File: config.mk
export PLATFORM = sky130hd
export DESIGN_NAME = three_way_quicksort_engine_unit
export DESIGN_NICKNAME = d
export VERILOG_FILES = /design/src/tqs_pkg.sv /design/src/tqs_ram.sv /design/src/tqs_ctrl.sv /design/src/three_way_quicksort_engine_unit.sv
export SDC_FILE = /design/constraint.sdc
export NUM_CORES = 2
export LEC_CHECK = 0
export BUFFER_PORTS_ARGS = -buffer_cell sky130_fd_sc_hd__buf_2
export CORE_MARGIN = 10
export CORE_UTILIZATION = 32
export CTS_CLUSTER_SIZE = 30
export DETAILED_ROUTE_END_ITERATION = 12
export PLACE_DENSITY = 0.45
export SLEW_MARGIN = 25
export SYNTH_ARGS = -nofsm -noshare
export SYNTH_HDL_FRONTEND = slang
export SYNTH_SLANG_ARGS = --single-unit
File: constraint.sdc
create_clock -name clk -period 12.7 [get_ports clk]
set_input_delay 1.27 -clock clk [delete_from_list [all_inputs] [get_ports clk]]
set_output_delay 1.27 -clock clk [all_outputs]
set_load 0.1 [all_outputs]
File: src/tqs_pkg.sv
`default_nettype none
package tqs_pkg;

  localparam int DEPTH       = 64;
  localparam int VALUE_WIDTH = 32;
  localparam int FIELD_W     = 32;
  localparam int IDX_W       = (DEPTH > 1) ? $clog2(DEPTH) : 1;
  localparam int CNT_W       = $clog2(DEPTH + 1);
  localparam int STK_W       = 2 * IDX_W;

  typedef logic [VALUE_WIDTH-1:0] value_t;
  typedef logic [FIELD_W-1:0]     field_t;
  typedef logic [IDX_W-1:0]       idx_t;
  typedef logic [CNT_W-1:0]       cnt_t;
  typedef logic [STK_W-1:0]       stk_t;

  typedef struct packed {
    logic signed [FIELD_W-1:0] sample_value;
    logic                      batch_end;
  } in_item_t;

  typedef struct packed {
    logic signed [FIELD_W-1:0] sorted_value;
    logic                      run_end;
    logic                      dropped_flag;
  } out_item_t;

  typedef struct packed {
    logic   we;
    idx_t   waddr;
    value_t wdata;
    idx_t   raddr;
  } store_req_t;

  typedef struct packed {
    logic we;
    idx_t waddr;
    stk_t wdata;
    idx_t raddr;
  } stack_req_t;

  typedef enum logic [3:0] {
    ST_LOAD,
    ST_SEED,
    ST_POP,
    ST_RANGE,
    ST_PIVOT,
    ST_PAIR,
    ST_PAIR_WR,
    ST_SCAN,
    ST_CMP,
    ST_LT_WR,
    ST_GT_RD,
    ST_GT_WR,
    ST_PUSH_LO,
    ST_PUSH_HI,
    ST_EMIT
  } state_t;

endpackage
`default_nettype wire

File: src/tqs_ram.sv
`default_nettype none
module tqs_ram #(
  parameter int WIDTH   = 32,
  parameter int DEPTH_P = 64
) (
  input  wire logic                                        clk,
  input  wire logic                                        we,
  input  wire logic [((DEPTH_P > 1) ? $clog2(DEPTH_P) : 1)-1:0] waddr,
  input  wire logic [WIDTH-1:0]                            wdata,
  input  wire logic [((DEPTH_P > 1) ? $clog2(DEPTH_P) : 1)-1:0] raddr,
  output logic      [WIDTH-1:0]                            rdata
);

  logic [WIDTH-1:0] mem [DEPTH_P];

  always_ff @(posedge clk) begin
    if (we) begin
      mem[waddr] <= wdata;
    end
    rdata <= mem[raddr];
  end

endmodule
`default_nettype wire

File: src/tqs_ctrl.sv
`default_nettype none
module tqs_ctrl (
  input  wire logic                clk,
  input  wire logic                rst_n,
  input  wire logic                start,
  output logic                     busy,
  input  wire tqs_pkg::in_item_t   in_item,
  output logic                     out_strobe,
  output tqs_pkg::out_item_t       out_item,
  output tqs_pkg::store_req_t      store_req,
  input  wire tqs_pkg::value_t     store_rdata,
  output tqs_pkg::stack_req_t      stack_req,
  input  wire tqs_pkg::stk_t       stack_rdata
);

  tqs_pkg::state_t state_r, state_nxt;
  tqs_pkg::cnt_t   fill_r, fill_nxt;
  logic            ovf_r, ovf_nxt;
  tqs_pkg::cnt_t   sp_r, sp_nxt;
  tqs_pkg::idx_t   lo_r, lo_nxt;
  tqs_pkg::idx_t   hi_r, hi_nxt;
  tqs_pkg::idx_t   lt_r, lt_nxt;
  tqs_pkg::cnt_t   mid_r, mid_nxt;
  tqs_pkg::idx_t   gt_r, gt_nxt;
  tqs_pkg::value_t pivot_r, pivot_nxt;
  tqs_pkg::value_t tmp_r, tmp_nxt;
  tqs_pkg::cnt_t   k_r, k_nxt;
  logic            out_vld_r, out_vld_nxt;
  logic            out_last_r, out_last_nxt;
  logic            out_drop_r, out_drop_nxt;

  tqs_pkg::idx_t   pop_lo, pop_hi;
  logic            v_lt_pivot, v_eq_pivot, pivot_lt_v;

  assign pop_lo = stack_rdata[tqs_pkg::STK_W-1:tqs_pkg::IDX_W];
  assign pop_hi = stack_rdata[tqs_pkg::IDX_W-1:0];

  // shared signed comparator: pivot against the word just read
  assign v_lt_pivot = $signed(store_rdata) < $signed(pivot_r);
  assign pivot_lt_v = $signed(pivot_r) < $signed(store_rdata);
  assign v_eq_pivot = store_rdata == pivot_r;

  assign busy       = state_r != tqs_pkg::ST_LOAD;
  assign out_strobe = out_vld_r;
  assign out_item.sorted_value = tqs_pkg::field_t'(store_rdata);
  assign out_item.run_end      = out_last_r;
  assign out_item.dropped_flag = out_drop_r;

  always_ff @(posedge clk) begin
    if (!rst_n) begin
      state_r   <= tqs_pkg::ST_LOAD;
      fill_r    <= '0;
      ovf_r     <= 1'b0;
      sp_r      <= '0;
      out_vld_r <= 1'b0;
    end else begin
      state_r   <= state_nxt;
      fill_r    <= fill_nxt;
      ovf_r     <= ovf_nxt;
      sp_r      <= sp_nxt;
      out_vld_r <= out_vld_nxt;
    end
  end

  always_ff @(posedge clk) begin
    lo_r       <= lo_nxt;
    hi_r       <= hi_nxt;
    lt_r       <= lt_nxt;
    mid_r      <= mid_nxt;
    gt_r       <= gt_nxt;
    pivot_r    <= pivot_nxt;
    tmp_r      <= tmp_nxt;
    k_r        <= k_nxt;
    out_last_r <= out_last_nxt;
    out_drop_r <= out_drop_nxt;
  end

  always_comb begin
    state_nxt    = state_r;
    fill_nxt     = fill_r;
    ovf_nxt      = ovf_r;
    sp_nxt       = sp_r;
    lo_nxt       = lo_r;
    hi_nxt       = hi_r;
    lt_nxt       = lt_r;
    mid_nxt      = mid_r;
    gt_nxt       = gt_r;
    pivot_nxt    = pivot_r;
    tmp_nxt      = tmp_r;
    k_nxt        = k_r;
    out_vld_nxt  = 1'b0;
    out_last_nxt = out_last_r;
    out_drop_nxt = out_drop_r;
    store_req    = '0;
    stack_req    = '0;

    unique case (state_r)
      tqs_pkg::ST_LOAD: begin
        if (start) begin
          if (fill_r < tqs_pkg::cnt_t'(tqs_pkg::DEPTH)) begin
            store_req.we    = 1'b1;
            store_req.waddr = fill_r[tqs_pkg::IDX_W-1:0];
            store_req.wdata = tqs_pkg::value_t'($unsigned(in_item.sample_value));
            fill_nxt        = fill_r + 1'b1;
          end else begin
            ovf_nxt = 1'b1;
          end
          if (in_item.batch_end) begin
            state_nxt = tqs_pkg::ST_SEED;
          end
        end
      end

      tqs_pkg::ST_SEED: begin
        if (fill_r > tqs_pkg::cnt_t'(1)) begin
          stack_req.we    = 1'b1;
          stack_req.waddr = '0;
          stack_req.wdata = {tqs_pkg::idx_t'(0), tqs_pkg::idx_t'(fill_r - 1'b1)};
          sp_nxt          = tqs_pkg::cnt_t'(1);
        end
        state_nxt = tqs_pkg::ST_POP;
      end

      tqs_pkg::ST_POP: begin
        if (sp_r == '0) begin
          k_nxt     = '0;
          state_nxt = tqs_pkg::ST_EMIT;
        end else begin
          stack_req.raddr = tqs_pkg::idx_t'(sp_r - 1'b1);
          sp_nxt          = sp_r - 1'b1;
          state_nxt       = tqs_pkg::ST_RANGE;
        end
      end

      tqs_pkg::ST_RANGE: begin
        lo_nxt          = pop_lo;
        hi_nxt          = pop_hi;
        store_req.raddr = pop_hi;
        state_nxt       = tqs_pkg::ST_PIVOT;
      end

      tqs_pkg::ST_PIVOT: begin
        pivot_nxt = store_rdata;
        if (hi_r == lo_r + 1'b1) begin
          store_req.raddr = lo_r;
          state_nxt       = tqs_pkg::ST_PAIR;
        end else begin
          lt_nxt    = lo_r;
          mid_nxt   = {1'b0, lo_r};
          gt_nxt    = hi_r;
          state_nxt = tqs_pkg::ST_SCAN;
        end
      end

      tqs_pkg::ST_PAIR: begin
        // pivot_r holds the high word, store_rdata the low word
        if (pivot_lt_v) begin
          store_req.we    = 1'b1;
          store_req.waddr = lo_r;
          store_req.wdata = pivot_r;
          tmp_nxt         = store_rdata;
          state_nxt       = tqs_pkg::ST_PAIR_WR;
        end else begin
          state_nxt = tqs_pkg::ST_POP;
        end
      end

      tqs_pkg::ST_PAIR_WR: begin
        store_req.we    = 1'b1;
        store_req.waddr = hi_r;
        store_req.wdata = tmp_r;
        state_nxt       = tqs_pkg::ST_POP;
      end

      tqs_pkg::ST_SCAN: begin
        if (mid_r <= {1'b0, gt_r}) begin
          store_req.raddr = mid_r[tqs_pkg::IDX_W-1:0];
          state_nxt       = tqs_pkg::ST_CMP;
        end else begin
          state_nxt = tqs_pkg::ST_PUSH_LO;
        end
      end

      tqs_pkg::ST_CMP: begin
        priority if (v_lt_pivot) begin
          // entries in [lt, mid) all equal the pivot
          store_req.we    = 1'b1;
          store_req.waddr = lt_r;
          store_req.wdata = store_rdata;
          if ({1'b0, lt_r} == mid_r) begin
            lt_nxt    = lt_r + 1'b1;
            mid_nxt   = mid_r + 1'b1;
            state_nxt = tqs_pkg::ST_SCAN;
          end else begin
            state_nxt = tqs_pkg::ST_LT_WR;
          end
        end else if (v_eq_pivot) begin
          mid_nxt   = mid_r + 1'b1;
          state_nxt = tqs_pkg::ST_SCAN;
        end else begin
          tmp_nxt         = store_rdata;
          store_req.raddr = gt_r;
          state_nxt       = tqs_pkg::ST_GT_RD;
        end
      end

      tqs_pkg::ST_LT_WR: begin
        store_req.we    = 1'b1;
        store_req.waddr = mid_r[tqs_pkg::IDX_W-1:0];
        store_req.wdata = pivot_r;
        lt_nxt          = lt_r + 1'b1;
        mid_nxt         = mid_r + 1'b1;
        state_nxt       = tqs_pkg::ST_SCAN;
      end

      tqs_pkg::ST_GT_RD: begin
        store_req.we    = 1'b1;
        store_req.waddr = mid_r[tqs_pkg::IDX_W-1:0];
        store_req.wdata = store_rdata;
        state_nxt       = tqs_pkg::ST_GT_WR;
      end

      tqs_pkg::ST_GT_WR: begin
        store_req.we    = 1'b1;
        store_req.waddr = gt_r;
        store_req.wdata = tmp_r;
        gt_nxt          = gt_r - 1'b1;
        state_nxt       = tqs_pkg::ST_SCAN;
      end

      tqs_pkg::ST_PUSH_LO: begin
        if ({1'b0, lt_r} > {1'b0, lo_r} + 1'b1) begin
          stack_req.we    = 1'b1;
          stack_req.waddr = sp_r[tqs_pkg::IDX_W-1:0];
          stack_req.wdata = {lo_r, tqs_pkg::idx_t'(lt_r - 1'b1)};
          sp_nxt          = sp_r + 1'b1;
        end
        state_nxt = tqs_pkg::ST_PUSH_HI;
      end

      tqs_pkg::ST_PUSH_HI: begin
        if (mid_r < {1'b0, hi_r}) begin
          stack_req.we    = 1'b1;
          stack_req.waddr = sp_r[tqs_pkg::IDX_W-1:0];
          stack_req.wdata = {mid_r[tqs_pkg::IDX_W-1:0], hi_r};
          sp_nxt          = sp_r + 1'b1;
        end
        state_nxt = tqs_pkg::ST_POP;
      end

      tqs_pkg::ST_EMIT: begin
        store_req.raddr = k_r[tqs_pkg::IDX_W-1:0];
        out_vld_nxt     = 1'b1;
        out_last_nxt    = k_r == fill_r - 1'b1;
        out_drop_nxt    = ovf_r;
        k_nxt           = k_r + 1'b1;
        if (k_r == fill_r - 1'b1) begin
          fill_nxt  = '0;
          ovf_nxt   = 1'b0;
          state_nxt = tqs_pkg::ST_LOAD;
        end
      end

      default: begin
        state_nxt = tqs_pkg::ST_LOAD;
      end
    endcase
  end

endmodule
`default_nettype wire

File: src/three_way_quicksort_engine_unit.sv
`default_nettype none
// Batch sorter. Items are taken while busy is low, one per cycle: each one
// stores its value, up to 64 per batch; further values are dropped and every
// result of that batch then carries dropped_flag. The item with batch_end set
// makes busy rise and starts an in-place quicksort with three-way partitioning
// (pivot is the last entry of each range; two-entry ranges take one compare
// and swap), all on a single-port-per-cycle value memory and a range stack
// memory; each partition pass makes one memory read or write each cycle. The n
// results then come out on consecutive cycles, ascending, one per out_strobe,
// the last with run_end; the receiver cannot stall them and must take each on
// its cycle. busy falls in the cycle that shows the last result.
module three_way_quicksort_engine_unit (
  input  wire logic               clk,
  input  wire logic               rst_n,
  input  wire logic               start,
  output logic                    busy,
  input  wire tqs_pkg::in_item_t  in_item,
  output logic                    out_strobe,
  output tqs_pkg::out_item_t      out_item
);

  tqs_pkg::store_req_t store_req;
  tqs_pkg::stack_req_t stack_req;
  tqs_pkg::value_t     store_rdata;
  tqs_pkg::stk_t       stack_rdata;

  tqs_ctrl u_ctrl (
    .clk         (clk),
    .rst_n       (rst_n),
    .start       (start),
    .busy        (busy),
    .in_item     (in_item),
    .out_strobe  (out_strobe),
    .out_item    (out_item),
    .store_req   (store_req),
    .store_rdata (store_rdata),
    .stack_req   (stack_req),
    .stack_rdata (stack_rdata)
  );

  tqs_ram #(
    .WIDTH   (tqs_pkg::VALUE_WIDTH),
    .DEPTH_P (tqs_pkg::DEPTH)
  ) u_store (
    .clk   (clk),
    .we    (store_req.we),
    .waddr (store_req.waddr),
    .wdata (store_req.wdata),
    .raddr (store_req.raddr),
    .rdata (store_rdata)
  );

  tqs_ram #(
    .WIDTH   (tqs_pkg::STK_W),
    .DEPTH_P (tqs_pkg::DEPTH)
  ) u_stack (
    .clk   (clk),
    .we    (stack_req.we),
    .waddr (stack_req.waddr),
    .wdata (stack_req.wdata),
    .raddr (stack_req.raddr),
    .rdata (stack_rdata)
  );

endmodule
`default_nettype wire

# Word-level counts from Yosys, hierarchy flattened
# Memories as Yosys holds them, arrays and structs flattened. A register that Yosys moved wholly into a read port is not among the register bits.
# Index checks and enable logic that the tools add are counted.
# word_totals
register_bits	124
ram_bits	2816
in_bits	36
out_inout_bits	36
word_cells	153
n_memories	2
# classes
addsub	11
magnitude_cmp	7
eq_ne	36
n_mux	62
reduce_logical	20
# mem_list
name	words	width	read_ports	rd_clocked_by_memory_dff	wr	line	rtl
u_store.mem	64	32	1	1	1	tqs_ram.sv:14	logic [WIDTH-1:0] mem [DEPTH_P];
u_stack.mem	64	12	1	1	1	tqs_ram.sv:14	
# op_table
cell	count
39-bit case mux with 7 select lines	1
39-bit two-way mux	4
32-bit two-way mux	3
7-bit two-way mux	12
32-bit < comparator	2
32-bit case mux with 2 select lines	1
6-bit two-way mux	10
19-bit two-way mux	3
19-bit case mux with 3 select lines	1
4-bit case mux with 12 select lines	1
32-bit equality test	1
6-bit case mux with 5 select lines	1
7-bit by 1-bit adder with 7-bit output (second input constant)	4
4-bit equality test (second input constant)	7
4-bit two-way mux	7
7-bit case mux with 2 select lines	2
7-bit case mux with 4 select lines	1
7-bit case mux with 3 select lines	1
4-bit AND reduction	5
2-bit by 1-bit inequality test with 1-bit output (second input constant)	9
6-bit case mux with 3 select lines	1
4-bit by 3-bit equality test with 1-bit output (second input constant)	4
2-bit inequality test (second input constant)	7
7-bit by 1-bit subtractor with 7-bit output (second input constant)	2
other kinds (30)	46

# Longest topological paths before layout
# logic_depth
word_depth	6
depth_mapped	17
ltp_nobuf	13

# By module
# From an unflattened synthesis, not the netlist that was laid out.
# unflattened
cells_unflattened	5558
area_unflattened_um2	117003.5
# by_module_without_submodules
module	n_inst	cells_each	area_each_um2	seq_area_each_um2
tqs_ram at u_store	1	3324	78515.3	62139.6
tqs_ram at u_stack	1	1339	29851.1	23302.3
tqs_ctrl	1	895	8637.0	3523.4

# Worst setup path before layout
# No wires, ideal clock.
# synth_path
path_kind	reg2reg
from	register u_store.rdata[7], read port of u_store.mem
to	memory u_store.mem[0][0], enable pin
setup_time_ns	0.421
arrival_time_ns	5.301
required_time_ns	12.279
slack_ns	6.977
stages_incl_launch_ff	15
n_path_buf	2
synth_period_minus_slack_ns	5.723
path_cell_list	dfxtp_1 > inv_1 > ha_1 > a41oi_1 > o21ai_1 > a22o_1 > o41a_1 > nor3b_2 > nor3_1 > buf_2 > a221o_1 > or3_1 > or2_1 > clkbuf_1 > nor2_1
# synth_between
elab_chain_cells	5
elab_cells_between_ends	7
classes_between	2 x order compare; 5 x mux
# synth_rtl
element	line	rtl
from (decl)	tqs_ram.sv:11	output logic [WIDTH-1:0] rdata
32-bit < comparator, on equally long branches	tqs_ctrl.sv:39, tqs_ctrl.sv:40	
39-bit two-way mux, on equally long branches	tqs_ctrl.sv:185, tqs_ctrl.sv:157	
39-bit case mux with 7 select lines (*)	tqs_ctrl.sv:97	unique case (state_r)
1-bit two-way mux	tqs_ram.sv:17	if (we) begin
1-bit two-way mux (implied by the code)	tqs_ram.sv:18	mem[waddr] <= wdata;
to (decl)	tqs_ram.sv:14	
# Mark *: on every way between the ends. The rest lies on a longest branch, timed or not.

# Worst setup path in the final report
# layout_path
from	register u_store.rdata[10], read port of u_store.mem
to	register u_store.rdata[17], read port of u_store.mem
# layout_between
elab_chain_cells	4
elab_cells_between_ends	5
classes_between	1 x order compare; 1 x eq/ne; 3 x mux
# layout_rtl
element	line	rtl
branches (longest 2 deep; another with 32-bit < comparator)	n/a	
6-bit two-way mux (*)	tqs_ctrl.sv:185	priority if (v_lt_pivot) begin
6-bit case mux with 5 select lines (*)	tqs_ctrl.sv:97	
# Every way passes the cells marked *.
# A chain may end at the register's enable or synchronous reset.

==> qor.yml <==
p_seq_frac: 0.448
p_total_mw: 28.3
grt_usage: 0.188
hold-worst-slack_ns: 0.406
yosysWarnings: 0
antenna_found_initial: 23
netlist.area_leader.share: 0.735
internal_power_mw: 19.1
max-cap-violations: 0
cts_tree: "done"
dr.pass1.iters: 6
post_cts_buffers: 0
async_flop_share: 0
rows: 224
grt_pass1_wl_mm: 539
place_ws_ns: 4.97
period_minus_slack_ns: 7.65
clock_power_share: 0.320
synth.avg_cell_area_um2: 17.3
synthCells: 6882
dieHeight_um: 631
place_area_um2: 128000
layout_commonest_cell: "edfxtp_1"
port-buffer-count: 71
grt_pass1_vias: 66400
clk_pin_slew_ns: 0.06
synth-main-ff-cell: "edfxtp_1"
grt_start_max_net_pins: 107
synth_edf_count: 2920
route.detailed.drc: 0
netlist_top_cells_area: "edfxtp_1, mux2i_1, mux4_2"
cts.htree.levels: 5
worstReg2RegStart: "u_store.rdata[10]"
ant_nets: 0
min_from: "u_stack.rdata[10]"
dp.cells: 11800
synth.cell_area_um2: 119000
cts_root_buf: "clkbuf_16"
fmax_mhz: 131
crit_fanout: 47
place_congestion: 0.813
path_class: "flip-flop to flip-flop"
cp.arrival_ns: 8.19
area_delta_synth_final_pct: 15.5
max-slew-margin-rel: 0.262
worstHoldPathType: "flip-flop to flip-flop"
worstRegToRegCells: 15
endpoint_kind: "flip-flop"
dieArea_um2: 398000
vias: 66800
hold_end: "u_ctrl.lo_r[4]"
crit_required_ns: 13.23
cts_sinks: 2984
hold_buffers: 0
drt_iter0_drc: 7134
worst_pin_slew_ns: 1.10
syn-num-nets: 6979
layout-drive-gt1-share: 0.173
viasPerCell: 5.41
power_per_cell_area_nw_per_um2: 205
cts_buffer_depth: 4
rsz0062_at_grt: "false"
drt-total-wl_mm: 389
fin_skew_ns: 0.0569
start_util: 0.321
finalHoldViolations: 0
synth-seq-cells: 2984
power.switching_mw: 9.16
reg2reg_to: "u_store.rdata[17]"
peakVddDrop_mv: 0.174
cts_resized: 0
ys_seq_area_frac: 0.746
die_w_um: 631
setup_violations: 0
synth_cell_types: 72
p_leak_nw: 41.1
worstSetupStartpointType: "flip-flop"
core_region_area_um2: 372000
hpwl_mm: 219
swShare: 0.324
mostFrequentLayoutCells: "edfxtp_1, mux2i_1, o22ai_1"
cts_buffers: 324
overflow: 0
fin_setup_tns_ns: 0
wl_per_cell_um: 31.5
final_area_um2: 138000
power_frac_comb: 0.232
nets: 7216
synth_top_area_cell: "edfxtp_1"
min_path_cells: 0
status: "finished clean"
fin_util: 0.370
setup_slack_ns: 5.05
period_share: 0.603
clock_latency_ns: 0.88
fillCellCount: 34600
ioPinCount: 72
ff2ff_setup_slack_ns: 5.05
report.final.slew_viol_count: 0
layout.cells.non_filler: 12300
==> cell type report <==
class                      instances  area, um^2  area share
clock inverter                   131         960     0.00697
inverter                          64         240     0.00174
antenna                           11        27.5    0.000200
sequential                      2984       89000       0.646
timing repair buffer             389        2840      0.0206
multi-input combinational       3356       29500       0.214
tap                             4972        6220      0.0452
clock buffer                     439        8990      0.0652
==> per-layer routing <==
layer	vias to the layer above	global-route usage	part of all wire
met5	-	0	0.000064
met4	4	0.0529	0.031
met3	525	0.0232	0.050
met2	2114	0.324	0.50
met1	35600	0.249	0.42
li1	28600	-	-
==> registers in the layout (all words and copies together) (netlist names), 4 cells and up <==
name	cells
u_ctrl.sp_r	7
u_store.mem	2048
u_ctrl.lt_r	6
u_ctrl.fill_r	7
u_ctrl.state_r	4
u_ctrl.mid_r	7
u_ctrl.gt_r	6
u_ctrl.k_r	7
u_ctrl.lo_r	6
u_ctrl.hi_r	6
u_stack.mem	768
u_store.rdata	32
u_ctrl.pivot_r	32
u_stack.rdata	12
u_ctrl.tmp_r	32
==> power by group through the flow <==
stage               Clock (mW)  Sequential, mW  Combinational (mW)
finish                    9.04            12.7                6.56
detailed placement           0            12.9                6.62
CTS                       9.21            12.7                6.64
floorplan                    0            13.1                3.19
global route              9.60            12.7                6.88
global placement             0            12.9                6.54
==> worst max-delay path, cell delays in order (launching register included) <==
cell	delay, ns
dfxtp_1	0.66
inv_1	0.09
ha_1	0.35
nand4_1	0.22
or3_1	0.41
a21oi_1	0.13
o41a_1	0.46
or3_4	0.54
nand3_4	0.68
buf_4	0.60
nand2_4	0.40
buf_4	0.43
buf_4	0.55
o22ai_1	0.27
o41ai_2	0.77
o2111ai_1	0.62
==> cell usage after synthesis (8+ instances only) <==
cell	n
o2111ai_1	96
mux2i_1	833
xor2_1	31
or3_1	9
o21ai_0	29
edfxtp_1	2920
and4_1	130
xnor2_1	25
clkbuf_1	295
buf_4	14
buf_6	10
a221o_1	19
o22ai_1	420
nor3_1	15
and2_1	34
a211oi_1	52
nor2b_1	12
a311o_1	13
nand4_1	47
buf_1	36
a21oi_1	121
o31a_1	128
buf_2	123
nand2b_1	11
a311oi_1	15
a222oi_1	38
dfxtp_1	64
nand3_1	50
ha_1	61
a31oi_1	31
nand2_1	412
inv_1	63
a22oi_1	8
o41ai_2	32
o41ai_1	64
o211ai_1	78
mux4_2	192
and3_1	15
a22o_1	18
nor4_1	41
nor2_1	198
==> cells by family (layout without fill, tap and decap cells) <==
logic type                 after synthesis  in the layout  synth area share
AOI/OAI and AO/OA                     1198           1198            0.0749
xor gates and xnor gates                56             56           0.00411
adders and majority gates               61             61           0.00640
buffers and inverters                  542           1023            0.0194
DFF                                   2984           2984             0.746
muxes                                 1025           1025             0.106
other                                    0             11                 0
and+or+nand+nor                       1016           1016            0.0434
==> worst max-delay path by stage <==
stage | cells after the start | to | start | slack, ns
2_1_floorplan | 14 | u_store.mem[0][0] | u_store.rdata[7] | 6.98
3_3_place_gp | 14 | u_store.rdata[1] | u_store.rdata[9] | 4.32
3_5_place_dp | 15 | u_store.rdata[17] | u_store.rdata[9] | 4.97
4_1_cts | 15 | u_store.rdata[17] | u_store.rdata[10] | 4.95
5_1_grt | 15 | u_store.rdata[17] | u_store.rdata[10] | 4.79
6_report | 15 | u_store.rdata[17] | u_store.rdata[10] | 5.05
(Power assumes the default switching activity.)
